[config.mk]
export PLATFORM = sky130hd
export DESIGN_NAME = mme_front
export DESIGN_NICKNAME = d
export VERILOG_FILES = /design/src/design/mme_pkg.sv /design/src/design/mme_front.sv
export SDC_FILE = /design/constraint.sdc
export NUM_CORES = 1
export LEC_CHECK = 0
export ABC_AREA = 1
export BUFFER_PORTS_ARGS = -buffer_cell sky130_fd_sc_hd__buf_2
export CAP_MARGIN = 20
export CORE_MARGIN = 8
export CORE_UTILIZATION = 36
export DETAILED_ROUTE_END_ITERATION = 6
export GPL_ROUTABILITY_DRIVEN = 0
export GPL_TIMING_DRIVEN = 1
export PLACE_DENSITY = 0.84
export SYNTH_ARGS = -nofsm -noshare
export SYNTH_HDL_FRONTEND = slang
export SYNTH_SLANG_ARGS = --single-unit
[constraint.sdc]
create_clock -name vclk -period 1.6
set_input_delay 0.32 -clock vclk [all_inputs]
set_output_delay 0.32 -clock vclk [all_outputs]
set_load 0.02 [all_outputs]
[src/design/mme_pkg.sv]
// Shared types and constants for the matrix multiply engine.
package mme_pkg;

   // Fixed field widths of the request and response channels.
   localparam int ROW_W     = 4;
   localparam int VALUE_W   = 16;
   localparam int PROD_W    = 2 * VALUE_W;
   localparam int PRODUCT_W = 36;
   localparam int DIM_W     = 5;
   localparam int REQ_W     = 2;
   localparam int CSR_IDX_W = 2;

   // Request type codes.
   localparam logic [REQ_W-1:0] REQ_WRITE_A = 2'd0;
   localparam logic [REQ_W-1:0] REQ_WRITE_B = 2'd1;
   localparam logic [REQ_W-1:0] REQ_READ    = 2'd2;

   // Configuration register indexes.
   localparam logic [CSR_IDX_W-1:0] CSR_ROWS_A    = 2'd0;
   localparam logic [CSR_IDX_W-1:0] CSR_INNER_DIM = 2'd1;
   localparam logic [CSR_IDX_W-1:0] CSR_COLS_B    = 2'd2;

   // Reset value of every dimension register.
   localparam logic [DIM_W-1:0] DIM_RESET = 5'd16;

   // Response status codes.
   localparam logic STATUS_OK    = 1'b0;
   localparam logic STATUS_ERROR = 1'b1;

   // Command queue between the front and the back end (power-of-two depth).
   localparam int QUEUE_DEPTH = 2;
   localparam int QUEUE_PTR_W = $clog2(QUEUE_DEPTH);
   localparam int QUEUE_CNT_W = $clog2(QUEUE_DEPTH + 1);

   // Classified operation carried through the queue.
   typedef enum logic [1:0] {
      OP_WRITE_A = 2'd0,
      OP_WRITE_B = 2'd1,
      OP_READ    = 2'd2,
      OP_ERROR   = 2'd3
   } op_type;

   typedef struct packed {
      op_type                     op;
      logic [ROW_W-1:0]           row;
      logic [ROW_W-1:0]           col;
      logic signed [VALUE_W-1:0]  value;
   } cmd_type;

   // Effective (clamped) dimensions.
   typedef struct packed {
      logic [DIM_W-1:0] rows;
      logic [DIM_W-1:0] inner;
      logic [DIM_W-1:0] cols;
   } dims_type;

   // Queue occupancy flags.
   typedef struct packed {
      logic full;
      logic empty;
   } queue_status_type;

endpackage

[src/design/mme_front.sv]
// Front end: accepts requests, range-checks them and queues a classified command.
module mme_front (
   input  logic                                    start,
   output logic                                    busy,
   input  logic [mme_pkg::REQ_W-1:0]               req_type,
   input  logic [mme_pkg::ROW_W-1:0]               req_row_index,
   input  logic [mme_pkg::ROW_W-1:0]               req_col_index,
   input  logic signed [mme_pkg::VALUE_W-1:0]      req_elem_value,
   input  mme_pkg::dims_type                       dims,
   input  mme_pkg::queue_status_type               q_status,
   output logic                                    push,
   output mme_pkg::cmd_type                        push_cmd
);

   logic [mme_pkg::DIM_W-1:0] row_ext;
   logic [mme_pkg::DIM_W-1:0] col_ext;
   mme_pkg::op_type           op;

   assign row_ext = mme_pkg::DIM_W'(req_row_index);
   assign col_ext = mme_pkg::DIM_W'(req_col_index);

   // Classify the request against the current dimensions.
   always_comb begin
      unique case (req_type)
         mme_pkg::REQ_WRITE_A: begin
            op = (row_ext < dims.rows && col_ext < dims.inner) ?
                 mme_pkg::OP_WRITE_A : mme_pkg::OP_ERROR;
         end
         mme_pkg::REQ_WRITE_B: begin
            op = (row_ext < dims.inner && col_ext < dims.cols) ?
                 mme_pkg::OP_WRITE_B : mme_pkg::OP_ERROR;
         end
         mme_pkg::REQ_READ: begin
            op = (row_ext < dims.rows && col_ext < dims.cols) ?
                 mme_pkg::OP_READ : mme_pkg::OP_ERROR;
         end
         default: begin
            op = mme_pkg::OP_ERROR;
         end
      endcase
   end

   // A request is taken whenever the queue has room.
   assign busy  = q_status.full;
   assign push  = start && !q_status.full;

   assign push_cmd.op    = op;
   assign push_cmd.row   = req_row_index;
   assign push_cmd.col   = req_col_index;
   assign push_cmd.value = req_elem_value;

endmodule

Word-level counts from Yosys, hierarchy flattened
Index checks and enable logic that the tools add are counted.
{ "word_totals": {"register_bits": 0, "input_bits": 44, "output_inout_bits": 28} }
{ "op_classes": {"magnitude_cmp": 4, "n_eq_ne": 2, "muxes": 4, "n_reduce_logical": 6} }
{ "op_table": {"columns": ["op", "count"], "rows": [
  ["$lt A4 B5 Y1", 4],
  ["$pmux W2 S3", 1],
  ["$logic_and A1 B1 Y1", 4],
  ["$mux W2", 2],
  ["$eq A2 B1 Y1 const B", 1],
  ["$eq A2 B2 Y1 const B", 1],
  ["$logic_not A2 Y1", 1],
  ["$logic_not A1 Y1", 1],
  ["$mux W1", 1]
]} }

Longest topological paths before layout
{ "logic_depth": {"ltp_word": 4, "depth_mapped": 8} }

Least setup slack after synthesis
Ideal clock, no wire load.
{ "synth_path": {"path_type": "input to output", "startpoint": "in dims[8] in the netlist's numbering", "endpoint": "out push_cmd[24] in the netlist's numbering", "t_arrival_ns": 1.234, "setup_slack_ns": 0.046, "cell_stages": 8, "path_buffers": 0, "path_cell_list": "inv_1 > ha_1 > inv_1 > nor2_1 > nand3b_1 > nand3_1 > nor2_2 > nor2_1"} }
{ "synth_lines": {"columns": ["item", "line", "source"], "rows": [
  ["start, declared", "mme_front.sv:9", "input mme_pkg::dims_type dims,"],
  ["end, declared", "mme_front.sv:12", "output mme_pkg::cmd_type push_cmd"]
]} }

==> results.cfg <==
[critical_path]
crit_path_top_delay_cell = ha_4
cp.buffers_inverters = 3
cp-end-kind = primary output
cp_slowest_stage_delay_ns = 0.25
arrival_ns = 1.29
startpoint_type = input pin
crit_family = simple AND/OR/NAND/NOR gates
cp_data_required_time_ns = 1.28
path_cells = buf_2 -> inv_2 -> ha_4 -> nand2_1 -> nand3b_1 -> nand3_1 -> nor2_2 -> nor2_1 -> buf_4
crit_type = input pin to primary output
crit_fanout = 2

[route]
firstDrtPassIters = 4
drc = 0
vias_per_cell = 4.30
num_vias = 645
met3_wirelength_um = 157
met1Wirelength_um = 615
dr_wl_met2_um = 800
ant_nets = 0
drt_iter0_markers = 15
wire_per_inst_um = 10.7
finalWirelength_um = 1600
highest_layer = met4

[sta]
max_freq_ghz = 0.621
hold_slack_ns = 0.640
setup_viol_count_final = 2
maxSlewViolCount = 0
slew-limit-headroom_pct = 92.2
finalCriticalPeriod_ns = 1.61
finalCritPeriodShare_pct = 101
hold_viol = 0
tightest_slew_ns = 0.117
finalWorstSetupSlack_ns = -0.0106
rsz0062_at_grt = yes

[final_layout]
regArea_um2 = 0
fillers = 168
drive_above_1_share_pct = 58.4
nNetsFinal = 183
clockBufferCount = 0
seq_cells = 0
n_antenna_cell = 0
final_area_um2 = 903
syn2layout_area_growth_pct = 41.0

[global_routing]
grt_pass1_vias = 664
grt.total_usage_pct = 9.32
overflow = 0
grt_start_max_net_pins = 4
grt_pass1_wl_um = 2720
antenna_found_initial = 0

[die]
dieArea_um2 = 3390
rows = 15
io-pin-count = 72
die_h_um = 58.2
die_x_um = 58.2
core_um2 = 1710
initial_core_util_pct = 37.5

[flow_run]
drv_cap = 0

[placement]
hpwl_um = 1350
postPlaceCellArea_um2 = 679
io_buffers = 39

[yosys]
synth_area_per_cell_um2 = 5.77
synth_top_area_share_pct = 29.3
synth_cells = 111
yosysWarnings = 0
syn_nets = 167
syn_area_um2 = 641
synth_area_leader_cell = buf_4
ys_seq_area_share_pct = 0
synth_area_leaders = buf_4 29%, ha_1 23%, inv_1 15%
synth_cell_type_count = 12

[pwr]
peakVddDrop_mv = 0.115
p_leak_nw = 0.500
power_density_nw_per_um2 = 270

[worst_hold_path]
hold_path_class = input pin to primary output

[outcome]
violations = setup timing
status = finished, violations left

[cts]
post_cts_buffers = 0
## report_power, final
group | total, mW | leakage (nW) | internal, mW | switching (mW)
Clock | 0 | 0 | 0 | 0
Combinational | 0.244 | 0.500 | 0.117 | 0.127
Sequential | 0 | 0 | 0 | 0
Total | 0.244 | 0.500 | 0.117 | 0.127
## layout make-up
class | instances | area [um2] | area share (%)
inverters | 27 | 104 | 11.5
multi-input cells | 59 | 518 | 57.3
well taps | 25 | 31.3 | 3.46
repair buffers | 39 | 250 | 27.7
## what timing repair did
item,4_1_cts,5_1_grt
hold buffers,0,0
setup endpoints to repair,2,2
resized for setup,29,18
cloned,0,0
pin swaps,12,14
## metal layers
layer	track usage, %	vias up
met3	2.43	10
met1	9.42	273
met5	0	-
met2	17.8	27
met4	3.15	0
li1	-	335
## final timing paths
| path | endpoint | depth (start not counted) | start |
|---|---|---|---|
| setup / recovery | push_cmd[24] | 9 | dims[6] |
| hold / removal | push_cmd[0] | 0 | req_elem_value[0] |
## cell usage after synthesis
cell type	count
nand3b_1	1
nand2_1	23
nor2_2	2
inv_1	26
inv_2	1
buf_4	25
a21oi_1	2
ha_1	12
nand2_2	2
nor2_1	11
nand3_1	5
nand4_1	1
## cells by family (layout without fill, tap and decap cells)
| kind of cell | after synthesis | count (layout) | synth area share [%] |
|---|---|---|---|
| compound gates | 2 | 2 | 1.56 |
| fa+ha+maj | 12 | 12 | 23.4 |
| buf+inv | 52 | 66 | 45.1 |
| simple gates | 45 | 45 | 29.9 |
## stage by stage
step / total power, mW / cells / utilization [%] / setup TNS (ns) / setup slack, ns
after floorplan: 0.180 / 111 / - / 0 / 0.0461
after global placement: 0.172 / 150 / 39.8 / -0.122 / -0.0611
after detailed placement: 0.178 / 150 / 39.8 / -0.231 / -0.117
after CTS: 0.221 / 150 / 48.3 / -0.0520 / -0.0297
after global routing: 0.278 / 150 / 52.9 / -0.148 / -0.0940
final: 0.244 / 150 / 52.9 / -0.0107 / -0.0106
## layout by cell type (no fill, tap or decap)
cell      netlist  final
buf_2           0     29
nand3_1         5      2
a21oi_2         0      1
nand2_1        23     20
a21oi_1         2      1
nor2_1         11      9
buf_4          25      3
inv_4           0      1
nand3_2         0      3
nand4_1         1      1
inv_2           1     10
buf_6           0      6
buf_8           0      1
nor2_2          2      2
nand3b_1        1      1
ha_4            0     10
nand2_2         2      5
ha_1           12      2
inv_1          26     16
nor2_4          0      2
(Power assumes the default switching activity.)
