`config.mk`:
```
export PLATFORM = sky130hd
export DESIGN_NAME = mme_queue
export DESIGN_NICKNAME = d
export VERILOG_FILES = /design/src/design/mme_pkg.sv /design/src/design/mme_queue.sv
export SDC_FILE = /design/constraint.sdc
export NUM_CORES = 1
export LEC_CHECK = 0
export BUFFER_PORTS_ARGS = -buffer_cell sky130_fd_sc_hd__buf_4
export CELL_PAD_IN_SITES_DETAIL_PLACEMENT = 1
export CELL_PAD_IN_SITES_GLOBAL_PLACEMENT = 1
export CORE_UTILIZATION = 40
export CTS_CLUSTER_DIAMETER = 120
export DETAILED_ROUTE_END_ITERATION = 10
export PLACE_DENSITY_LB_ADDON = 0.05
export SLEW_MARGIN = 25
export SYNTH_ARGS = -nofsm -noshare
export SYNTH_HDL_FRONTEND = slang
export SYNTH_SLANG_ARGS = --single-unit
```
`constraint.sdc`:
```
create_clock -name clock -period 3.19 [get_ports clock]
set_clock_uncertainty 0.2 [all_clocks]
set_input_delay 0.638 -clock clock [delete_from_list [all_inputs] [get_ports clock]]
set_output_delay 0.638 -clock clock [all_outputs]
set_load 0.01 [all_outputs]
```
`src/design/mme_pkg.sv`:
```
// Shared types and constants for the matrix multiply engine.
package mme_pkg;

   // Fixed field widths of the request and response channels.
   localparam int ROW_W     = 4;
   localparam int VALUE_W   = 16;
   localparam int PROD_W    = 2 * VALUE_W;
   localparam int PRODUCT_W = 36;
   localparam int DIM_W     = 5;
   localparam int REQ_W     = 2;
   localparam int CSR_IDX_W = 2;

   // Request type codes.
   localparam logic [REQ_W-1:0] REQ_WRITE_A = 2'd0;
   localparam logic [REQ_W-1:0] REQ_WRITE_B = 2'd1;
   localparam logic [REQ_W-1:0] REQ_READ    = 2'd2;

   // Configuration register indexes.
   localparam logic [CSR_IDX_W-1:0] CSR_ROWS_A    = 2'd0;
   localparam logic [CSR_IDX_W-1:0] CSR_INNER_DIM = 2'd1;
   localparam logic [CSR_IDX_W-1:0] CSR_COLS_B    = 2'd2;

   // Reset value of every dimension register.
   localparam logic [DIM_W-1:0] DIM_RESET = 5'd16;

   // Response status codes.
   localparam logic STATUS_OK    = 1'b0;
   localparam logic STATUS_ERROR = 1'b1;

   // Command queue between the front and the back end (power-of-two depth).
   localparam int QUEUE_DEPTH = 2;
   localparam int QUEUE_PTR_W = $clog2(QUEUE_DEPTH);
   localparam int QUEUE_CNT_W = $clog2(QUEUE_DEPTH + 1);

   // Classified operation carried through the queue.
   typedef enum logic [1:0] {
      OP_WRITE_A = 2'd0,
      OP_WRITE_B = 2'd1,
      OP_READ    = 2'd2,
      OP_ERROR   = 2'd3
   } op_type;

   typedef struct packed {
      op_type                     op;
      logic [ROW_W-1:0]           row;
      logic [ROW_W-1:0]           col;
      logic signed [VALUE_W-1:0]  value;
   } cmd_type;

   // Effective (clamped) dimensions.
   typedef struct packed {
      logic [DIM_W-1:0] rows;
      logic [DIM_W-1:0] inner;
      logic [DIM_W-1:0] cols;
   } dims_type;

   // Queue occupancy flags.
   typedef struct packed {
      logic full;
      logic empty;
   } queue_status_type;

endpackage

```
`src/design/mme_queue.sv`:
```
// Small command FIFO that decouples the front end from the back end.
module mme_queue (
   input  logic                        clock,
   input  logic                        reset,
   input  logic                        push,
   input  mme_pkg::cmd_type            push_cmd,
   input  logic                        pop,
   output mme_pkg::cmd_type            head_cmd,
   output mme_pkg::queue_status_type   q_status
);

   mme_pkg::cmd_type                   slot_ff [mme_pkg::QUEUE_DEPTH];
   logic [mme_pkg::QUEUE_PTR_W-1:0]    wr_ptr_ff;
   logic [mme_pkg::QUEUE_PTR_W-1:0]    wr_ptr_in;
   logic [mme_pkg::QUEUE_PTR_W-1:0]    rd_ptr_ff;
   logic [mme_pkg::QUEUE_PTR_W-1:0]    rd_ptr_in;
   logic [mme_pkg::QUEUE_CNT_W-1:0]    count_ff;
   logic [mme_pkg::QUEUE_CNT_W-1:0]    count_in;

   // Pointers wrap naturally because the depth is a power of two.
   always_comb begin
      wr_ptr_in = push ? wr_ptr_ff + 1'b1 : wr_ptr_ff;
      rd_ptr_in = pop  ? rd_ptr_ff + 1'b1 : rd_ptr_ff;
      count_in  = count_ff;
      if (push && !pop) begin
         count_in = count_ff + 1'b1;
      end else if (pop && !push) begin
         count_in = count_ff - 1'b1;
      end
   end

   always_ff @(posedge clock) begin
      if (reset) begin
         wr_ptr_ff <= '0;
         rd_ptr_ff <= '0;
         count_ff  <= '0;
      end else begin
         wr_ptr_ff <= wr_ptr_in;
         rd_ptr_ff <= rd_ptr_in;
         count_ff  <= count_in;
      end
   end

   // Payload slots carry no reset.
   always_ff @(posedge clock) begin
      if (push) begin
         slot_ff[wr_ptr_ff] <= push_cmd;
      end
   end

   assign head_cmd       = slot_ff[rd_ptr_ff];
   assign q_status.full  = (count_ff == mme_pkg::QUEUE_CNT_W'(mme_pkg::QUEUE_DEPTH));
   assign q_status.empty = (count_ff == '0);

endmodule

```
# == Word-level counts from Yosys, hierarchy flattened ==
# Memories as Yosys holds them, arrays and structs flattened. A register that Yosys moved wholly into a read port is not among the register bits.
# Index checks and enable logic that the tools add are counted.
# op_classes
add_sub_neg,4
n_mul,0
n_div,0
n_lt_le_gt_ge,0
eq_ne,1
shift,0
n_mux,6
bitwise_logic,0
reduce_logical,6
# op_table
op,n
$mux W1,4
$mux W2,2
$add A1 B1 Y1 const B,2
$add A2 B1 Y2 const B,1
$eq A2 B2 Y1 const B,1
$logic_and A1 B1 Y1,2
$logic_not A1 Y1,2
$logic_not A2 Y1,1
$reduce_bool A2 Y1,1
$sub A2 B1 Y2 const B,1
# word_totals
regBits,4
latchBits,0
ram_bits,52
mem_bits_ro,0
in_bits,30
output_inout_bits,28
wordCells,21
n_memories,1
# mem_list
memory,depth,word_bits,rd,rd_clocked_by_memory_dff,write_ports,line_no,rtl
slot_ff,2,26,1,1,1,mme_queue.sv:12,mme_pkg::cmd_type slot_ff [mme_pkg::QUEUE_DEPTH];

# == Depth between registers and ports, before layout ==
# Gate-level depths: netlist (run 1).
# depth
depth_word,4
mapped_depth,5
mapped_depth_nobuf,5

# == Worst setup path before layout (run 1) ==
# OpenSTA, ideal clock, no wires.
# synth_path
path_type,in2reg
from,input push
to,memory slot_ff[0][0] (netlist name) (enable)
setup_time_ns,0.412
t_arrival_ns,1.829
required_time_ns,2.578
slack_ns,0.749
cell_stages,1
n_path_buf,0
path_cell_list,nor2b_1
# synth_between
elab_chain_cells,2
# synth_lines
item,line_no,rtl
from (decl),mme_queue.sv:5,"input logic push,"
$mux W1,mme_queue.sv:46,if (push) begin
$mux W1 (not written as such),mme_queue.sv:47,slot_ff[wr_ptr_ff] <= push_cmd;
to (decl),mme_queue.sv:12,
# No other way between the ends.

==> results of run 1 <==
worst max path at each step:
| stage | endpoint | slack [ps] | startpoint |
|---|---|---|---|
| after global placement | slot_ff[0][0]$_DFFE_PP_ | 1090 | push |
| after global routing | head_cmd[11] | 850 | flip-flop |
| after CTS | head_cmd[11] | 880 | flip-flop |
| after detailed placement | slot_ff[0][0]$_DFFE_PP_ | 1030 | push |
| final | head_cmd[14] | 910 | flip-flop |
| after floorplan | slot_ff[0][0]$_DFFE_PP_ | 750 | push |
cells by family after synthesis:
kind of cell | count (synthesis) | synth area share, %
flops | 57 | 79.8
xor+xnor | 4 | 1.68
mux | 26 | 14.1
compound gates | 2 | 0.480
fa+ha+maj | 1 | 0.601
buf+inv | 4 | 1.14
simple gates | 9 | 2.22
sequential cells by signal, summed over array words and instances (netlist names), named ones only:
register,cells
count_ff,2
rd_ptr_ff,1
wr_ptr_ff,1
slot_ff,52
worst reg2reg max path: cells and delay by family, from the launching register on:
family	cells	cell delay, ps
flops	1	380
simple gates	1	500
buf+inv	1	360
layer usage:
| metal | track usage, % | share of wire, % |
|---|---|---|
| met4 | 7.69 | 1.2 |
| met5 | 0 | 0 |
| met3 | 6.91 | 6.1 |
| met2 | 26.0 | 53 |
| met1 | 15.2 | 40 |
power by group:
part	internal (µW)	switching, µW
combinational	123	99.8
sequential	869	15.3
clock	272	264
cells in the final DEF, fill, tap and decap left out, types with 2 or more instances in the layout:
cell type	n
sky130_fd_sc_hd__mux2_2	26
sky130_fd_sc_hd__clkinv_2	3
sky130_fd_sc_hd__buf_4	61
sky130_fd_sc_hd__clkbuf_1	2
sky130_fd_sc_hd__nor2_1	5
sky130_fd_sc_hd__clkinv_1	2
sky130_fd_sc_hd__dfxtp_1	5
sky130_fd_sc_hd__xnor2_1	2
sky130_fd_sc_hd__edfxtp_1	52
sky130_fd_sc_hd__clkbuf_8	9
sky130_fd_sc_hd__xor2_1	2
metrics by stage:
stage | setup slack, ps | total power [µW] | hold slack, ps | std cells
after floorplan | 749 | 1010 | 261 | 103
after global placement | 1090 | 1120 | 275 | 228
after detailed placement | 1030 | 1130 | 302 | 228
after CTS | 882 | 1670 | 273 | 244
after global routing | 845 | 1720 | 268 | 244
final | 908 | 1640 | 293 | 244
area by class of cell:
cell class,instances,area [µm²],share of cell area (%)
clock buffers,11,131,4.76
clock inverters,5,22.5,0.816
inverters,1,3.75,0.136
multi-input cells,42,399,14.5
flip-flops and latches,57,1660,60.2
well taps,67,83.8,3.04
repair buffers,61,458,16.6
==> summary by stage, run 1 <==
Outcome
The run finished with clean final reports.

Setup path
The required time of the critical path is 2350 ps. The worst setup path category is reg -> out. The launch point of the worst reg-to-reg path is wr_ptr_ff$_SDFFE_PP0P_. The count of buffering cells on the critical path with inverters included is 2.

By instance count, the cell type seen most on the critical path is sky130_fd_sc_hd__buf_4. Broken down by cell family, the worst path's largest delay share belongs to buffers and inverters. Of all nets on the critical path, the largest fanout is 16. Data arrives at the worst endpoint at 1440 ps. The cell with the biggest individual delay on the critical path is sky130_fd_sc_hd__mux2_2. Setup slack on the worst reg-to-reg path comes out at 1430 ps. The number of cells on the worst reg-to-reg path is 2. STA classifies the critical path endpoint as an output pin. The endpoint identified for the worst register-to-register timing path is slot_ff[1][20]$_DFFE_PP_. The logic depth of the worst path, buffers included is 3.

Traced cell by cell, the critical path runs through buf_4, mux2_2, buf_4. The worst setup path is launched from a flip-flop. The longest individual stage delay on the worst path is 380 ps.

STA
The highest attainable clock frequency is 0.438 GHz. The worst slew margin relative to its limit is 61.8%. The final count of negative-setup-slack endpoints is 0. Setup repair after global routing left no endpoint under its margin.

The max-slew violation total from the final report is 0. After layout, the minimum clock period comes to 2280 ps. The slew at the pin closest to its max-slew limit is 571 ps. The setup TNS after final layout is 0 ps. Dividing the final minimum period by the clock period gives 71.5%. The count of final hold-check violations is 0.

Final layout
Cells fill 56.6% of the core in the end. 0 antenna diodes ended up in the layout. For this run, the post-layout net count is 203. Counting the fill cells in the layout gives 483. Summing all non-filler instances in the final layout gives an area of 0.00276 mm². Of the cells placed in the final design, the portion with a size suffix greater than 1 is 57.1%. Compared with the post-synthesis result, the final layout area differs by 32.6%.

Hold path
In this run the worst hold path is classified as in -> reg. The startpoint identified for the worst hold timing path is push_cmd[10]. The endpoint with the worst hold slack is slot_ff[0][10]$_DFFE_PP_. The cell depth of the worst min-delay path is 1.

Synth
The cell accounting for the most synthesized area is sky130_fd_sc_hd__edfxtp_1. When the netlist entered floorplanning its net count stood at 134. In the synthesized netlist, the cells that appear most often are sky130_fd_sc_hd__edfxtp_1, sky130_fd_sc_hd__mux2_2, sky130_fd_sc_hd__dfxtp_1, sky130_fd_sc_hd__nor2_1.

The area of the mapped netlist is 0.00208 mm². The number of enable flip-flop cells after synthesis is 52. The most repeated cell in the gate-level netlist after synthesis is sky130_fd_sc_hd__edfxtp_1.

By area the synthesized netlist is led by sky130_fd_sc_hd__edfxtp_1, sky130_fd_sc_hd__mux2_2, sky130_fd_sc_hd__dfxtp_1. The count of mapped cells out of synthesis is 103. The proportion of register bits with asynchronous set or reset after synthesis is 0%.

The number of warnings printed during yosys synthesis is 0. The fraction of the yosys area taken by sequential cells is 79.8%. The dominant register cell in the synthesized netlist is sky130_fd_sc_hd__edfxtp_1. Of the post-synthesis cell area, the dominant cell type holds 75.0%. The synthesized area divided by synthesized cell count is 20.2 µm². Synthesis instantiated 16 different standard cells from the library. The flop and latch count out of synthesis is 57.

Placed design
The placed wire-length estimate is 2.58 mm. The area of placed instances is 0.00261 mm². The number of buffer cells added on primary ports is 57. The global placer's final weighted congestion is 0.600.

Clock network
The clock passes through at most 2 buffers. The clock network latency to the later pin of the worst-skew pair is 320 ps. For this design, the CTS-stage hold fixing added 0 buffers. The root buffer cell chosen for the clock tree is sky130_fd_sc_hd__clkbuf_8. The quantity of gates resized following cts is 0. The depth of the CTS H-tree is 3. TritonCTS built the clock tree.

The total CTS buffers is 9. The clock slew seen by the registers of the worst setup and hold paths is 60 ps. The tree built by TritonCTS fans out to 57 sinks. The post-CTS setup repair buffer count is 0.

Floorplan
The die boundary width is 74.1 µm. The die covers 0.00550 mm². The floorplan has 25 rows. The I/O pin total is 58. After floorplanning, the core was sized to cover 0.00488 mm². The floorplan step set the die height to 74.1 µm. The effective utilization at floorplan is 42.7%.

GRT
Entering global routing, the biggest net connects 17 pins. The initial antenna violation count was 0. Global routing consumed, over all layers together, 15.0% of the routing resources. The first global-routing pass estimated 5.55 mm of wire. The number of global-route vias before repair is 1196.

The remaining global-route overflow is 0.

Route
The total via count after detailed routing is 1145. In this run, the number of DRC markers left after iteration 0 of detailed routing was 45. In the final routed layout, each cell accounts on average for 15.6 µm. The final wirelength is 3.81 mm.

The post-route antenna net violation count is 0. The average via count per standard cell is 4.69. For this run, design rule violations remaining after detail routing come to 0. The total iterations of the first detailed-routing run is 4.

Power
For this design the ratio of total power to cell area is 595 mW/mm². The static leakage power is 0.00106 µW. The peak supply drop is 0.000357 V.

Job
Max-cap violations in this run came to 0.
Note: power is estimated with default switching activity, not from simulation.
==> run 2, diff against run 1 <==
- CORE_UTILIZATION: 40 -> 38
- clock period: 3.19 -> 2.06 ns (I/O delays scaled with it)
==> run 2 against run 1 <==
Compared with the run above:
- combinational power rose by 52%
- highest routed layer unchanged
- register-to-register slack worse by 770 ps
- sequential share of layout area is 0.59 points lower
- clock-buffer cell count did not move
- critical path type unchanged
- largest power group unchanged
==> summary by stage, run 2 (same netlist as run 1, synthesis figures left out) <==
Outcome
The run finished with clean final reports.

Floorplan
The die area is 0.00578 mm². The die is 76.0 µm wide. The floorplan step set the die height to 76.0 µm.

The I/O pin total is 58. The floorplan step defined a core boundary enclosing 0.00520 mm². The number of placement rows is 26. The effective utilization at floorplan is 40.0%.

Setup path
The worst setup path category is reg -> out. The worst setup path is captured at an output pin. Among all stages on the critical path, the largest delay is contributed by sky130_fd_sc_hd__mux2_2. The required time of the critical path is 1450 ps. The destination of the worst register-to-register timing path is slot_ff[1][0]$_DFFE_PP_. The launch point of the worst reg-to-reg path is wr_ptr_ff$_SDFFE_PP0P_. The reg-to-reg setup timing slack is 660 ps. The number of cells on the worst reg-to-reg path is 2. STA classifies the critical path startpoint as a flip-flop. The most frequent cell on the critical path is sky130_fd_sc_hd__buf_4. The longest individual stage delay on the worst path is 360 ps. At the worst endpoint, the arrival time is 1360 ps. The signal on the critical path passes through buf_4, mux2_2, buf_4. The largest driver fanout on the critical path is 13.

Clock network
The H-tree was split into 3 levels. The total CTS buffers is 9. Once the clock tree was built, the setup fixing pass inserted 0 buffers.

The quantity of gates resized following cts is 0. The TritonCTS sink count is 57. The clock root buffer is sky130_fd_sc_hd__clkbuf_8.

Buffers inserted to repair hold after CTS numbered 0. The clock reaches the later pin of the worst-skew pair after 310 ps. The CTS tree is done. Clock-pin slew was measured on the worst setup and hold paths at 60 ps. The maximum buffer depth of the clock tree is 2.

Route
After the first detailed-routing iteration, the DRC count stood at 51. The residual DRC count is 0. Summing over every cut layer, the via total after detailed routing is 1113.

The average via count per standard cell is 4.51. For this run, the detailed router's first-pass iteration total came to 4. After detailed routing, the total wire length is 3.43 mm.

After detailed routing, the average wire length per cell comes to 13.9 µm. The post-route antenna net violation count is 0.

STA
The max-slew violation total from the final report is 0. Setup violations remaining at the end of the flow were counted as 0. After layout, the minimum clock period comes to 1970 ps. Setup repair after global routing left no endpoint under its margin. Adding up every negative setup slack in the final design gives 0 ps.

Of the available clock period, the critical path in the final layout requires 95.6%. The slew at the pin closest to its max-slew limit is 361 ps. The count of final hold-check violations is 0. The worst-case hold slack is 76.3 ps.

The worst pin sits at a relative slew slack of 75.9%. The highest attainable clock frequency is 0.508 GHz.

Job
Across the run, the number of max-cap violations was 0.

Final layout
The repair_antennas step left the layout with diodes totalling 0. The area added between synthesis and finish is 33.9%. The leading cell type in the layout, fill and taps excluded is sky130_fd_sc_hd__buf_4. The top cell types in the final layout, fill and taps aside, are sky130_fd_sc_hd__buf_4, sky130_fd_sc_hd__edfxtp_1, sky130_fd_sc_hd__mux2_2. In the final layout, the registers with the most flip-flops are slot_ff: 52 flops, count_ff: 2 flops. The number of flip-flops under the largest register name is 52. At the end of the flow, the number of nets in the layout was 203. The proportion of layout cells with a drive suffix above 1 is 56.5%. The largest register by flop count is slot_ff.

Hold path
The cell depth of the worst min-delay path is 1. The endpoint with the worst hold slack is slot_ff[0][21]$_DFFE_PP_. The min-delay analysis places its worst path in the category in -> reg. The critical hold path startpoint is push_cmd[21].

Power
The worst-case IR drop observed on VDD is 0.000445 V. For this design the static power due to leakage is 0.00106 µW. Dividing total power by cell area gives a power density of 945 mW/mm².

GRT
The initial antenna violation count is 0. The maximum number of pins on one net before global-route repair is 27. The number of global-route vias before repair is 1220.

Global routing used 13.4% of the available tracks. The remaining global-route overflow is 0. The first-pass GRT wire length is 5.66 mm.

Placed design
The number of buffer cells added on primary ports is 57. At the end of routability-driven placement, the weighted congestion stood at 0.637. The placed wire-length estimate is 2.30 mm.
[run 2: cell count changes in the layout (fill, tap and decap cells not counted)]
cell / change
sky130_fd_sc_hd__bufinv_16: +1
sky130_fd_sc_hd__clkinv_1: +1
sky130_fd_sc_hd__clkinv_2: -2
[run 2: stage by stage]
| step | instance area (µm²) | power [µW] | cells | worst slack [ps] | util [%] |
|---|---|---|---|---|---|
| 3_3_place_gp | 2610 | 1730 | 231 | 408 | 50.1 |
| 3_5_place_dp | 2610 | 1740 | 231 | 404 | 50.1 |
| 4_1_cts | 2790 | 2680 | 247 | 51.4 | 53.6 |
| 2_1_floorplan | 2080 | 1560 | 103 | 325 | - |
| 5_1_grt | 2790 | 2750 | 247 | 11.9 | 53.6 |
| 6_report | 2790 | 2630 | 247 | 90.8 | 53.6 |
[run 2: final cells by class]
type	instances	area [µm²]
clock buffers	11	131
multi-input cells	42	399
inverters	1	3.75
fillers	513	2420
well taps	70	87.6
flip-flops and latches	57	1660
clock inverters	5	46.3
repair buffers	61	458
[run 2: where the power goes]
group / switching (µW) / internal [µW]
sequential: 21.8 / 1350
clock: 382 / 544
combinational: 149 / 190
[run 2: worst max path at each step]
| stage | startpoint | to | slack (ps) | depth (start not counted) |
|---|---|---|---|---|
| 6_report | flip-flop | head_cmd[18] | 90 | 3 |
| 2_1_floorplan | push | slot_ff[0][0]$_DFFE_PP_ | 330 | 1 |
| 3_3_place_gp | flip-flop | head_cmd[18] | 410 | 3 |
| 4_1_cts | flip-flop | head_cmd[18] | 50 | 3 |
| 5_1_grt | flip-flop | head_cmd[6] | 10 | 3 |
| 3_5_place_dp | flip-flop | head_cmd[18] | 400 | 3 |
[run 2: critical path, delay by kind of cell (launching register included)]
family	cells	cell delay, ps
mux	1	360
flops	1	320
buf+inv	2	360
[run 2: per-layer routing]
| layer | vias to the layer above | global-route usage, % | wire, µm |
|---|---|---|---|
| met2 | 36 | 22.4 | 1830 |
| met1 | 538 | 14.6 | 1370 |
| met3 | 7 | 3.83 | 162 |
| met5 | - | 0 | 0 |
| met4 | 0 | 9.81 | 67 |
| li1 | 532 | - | - |
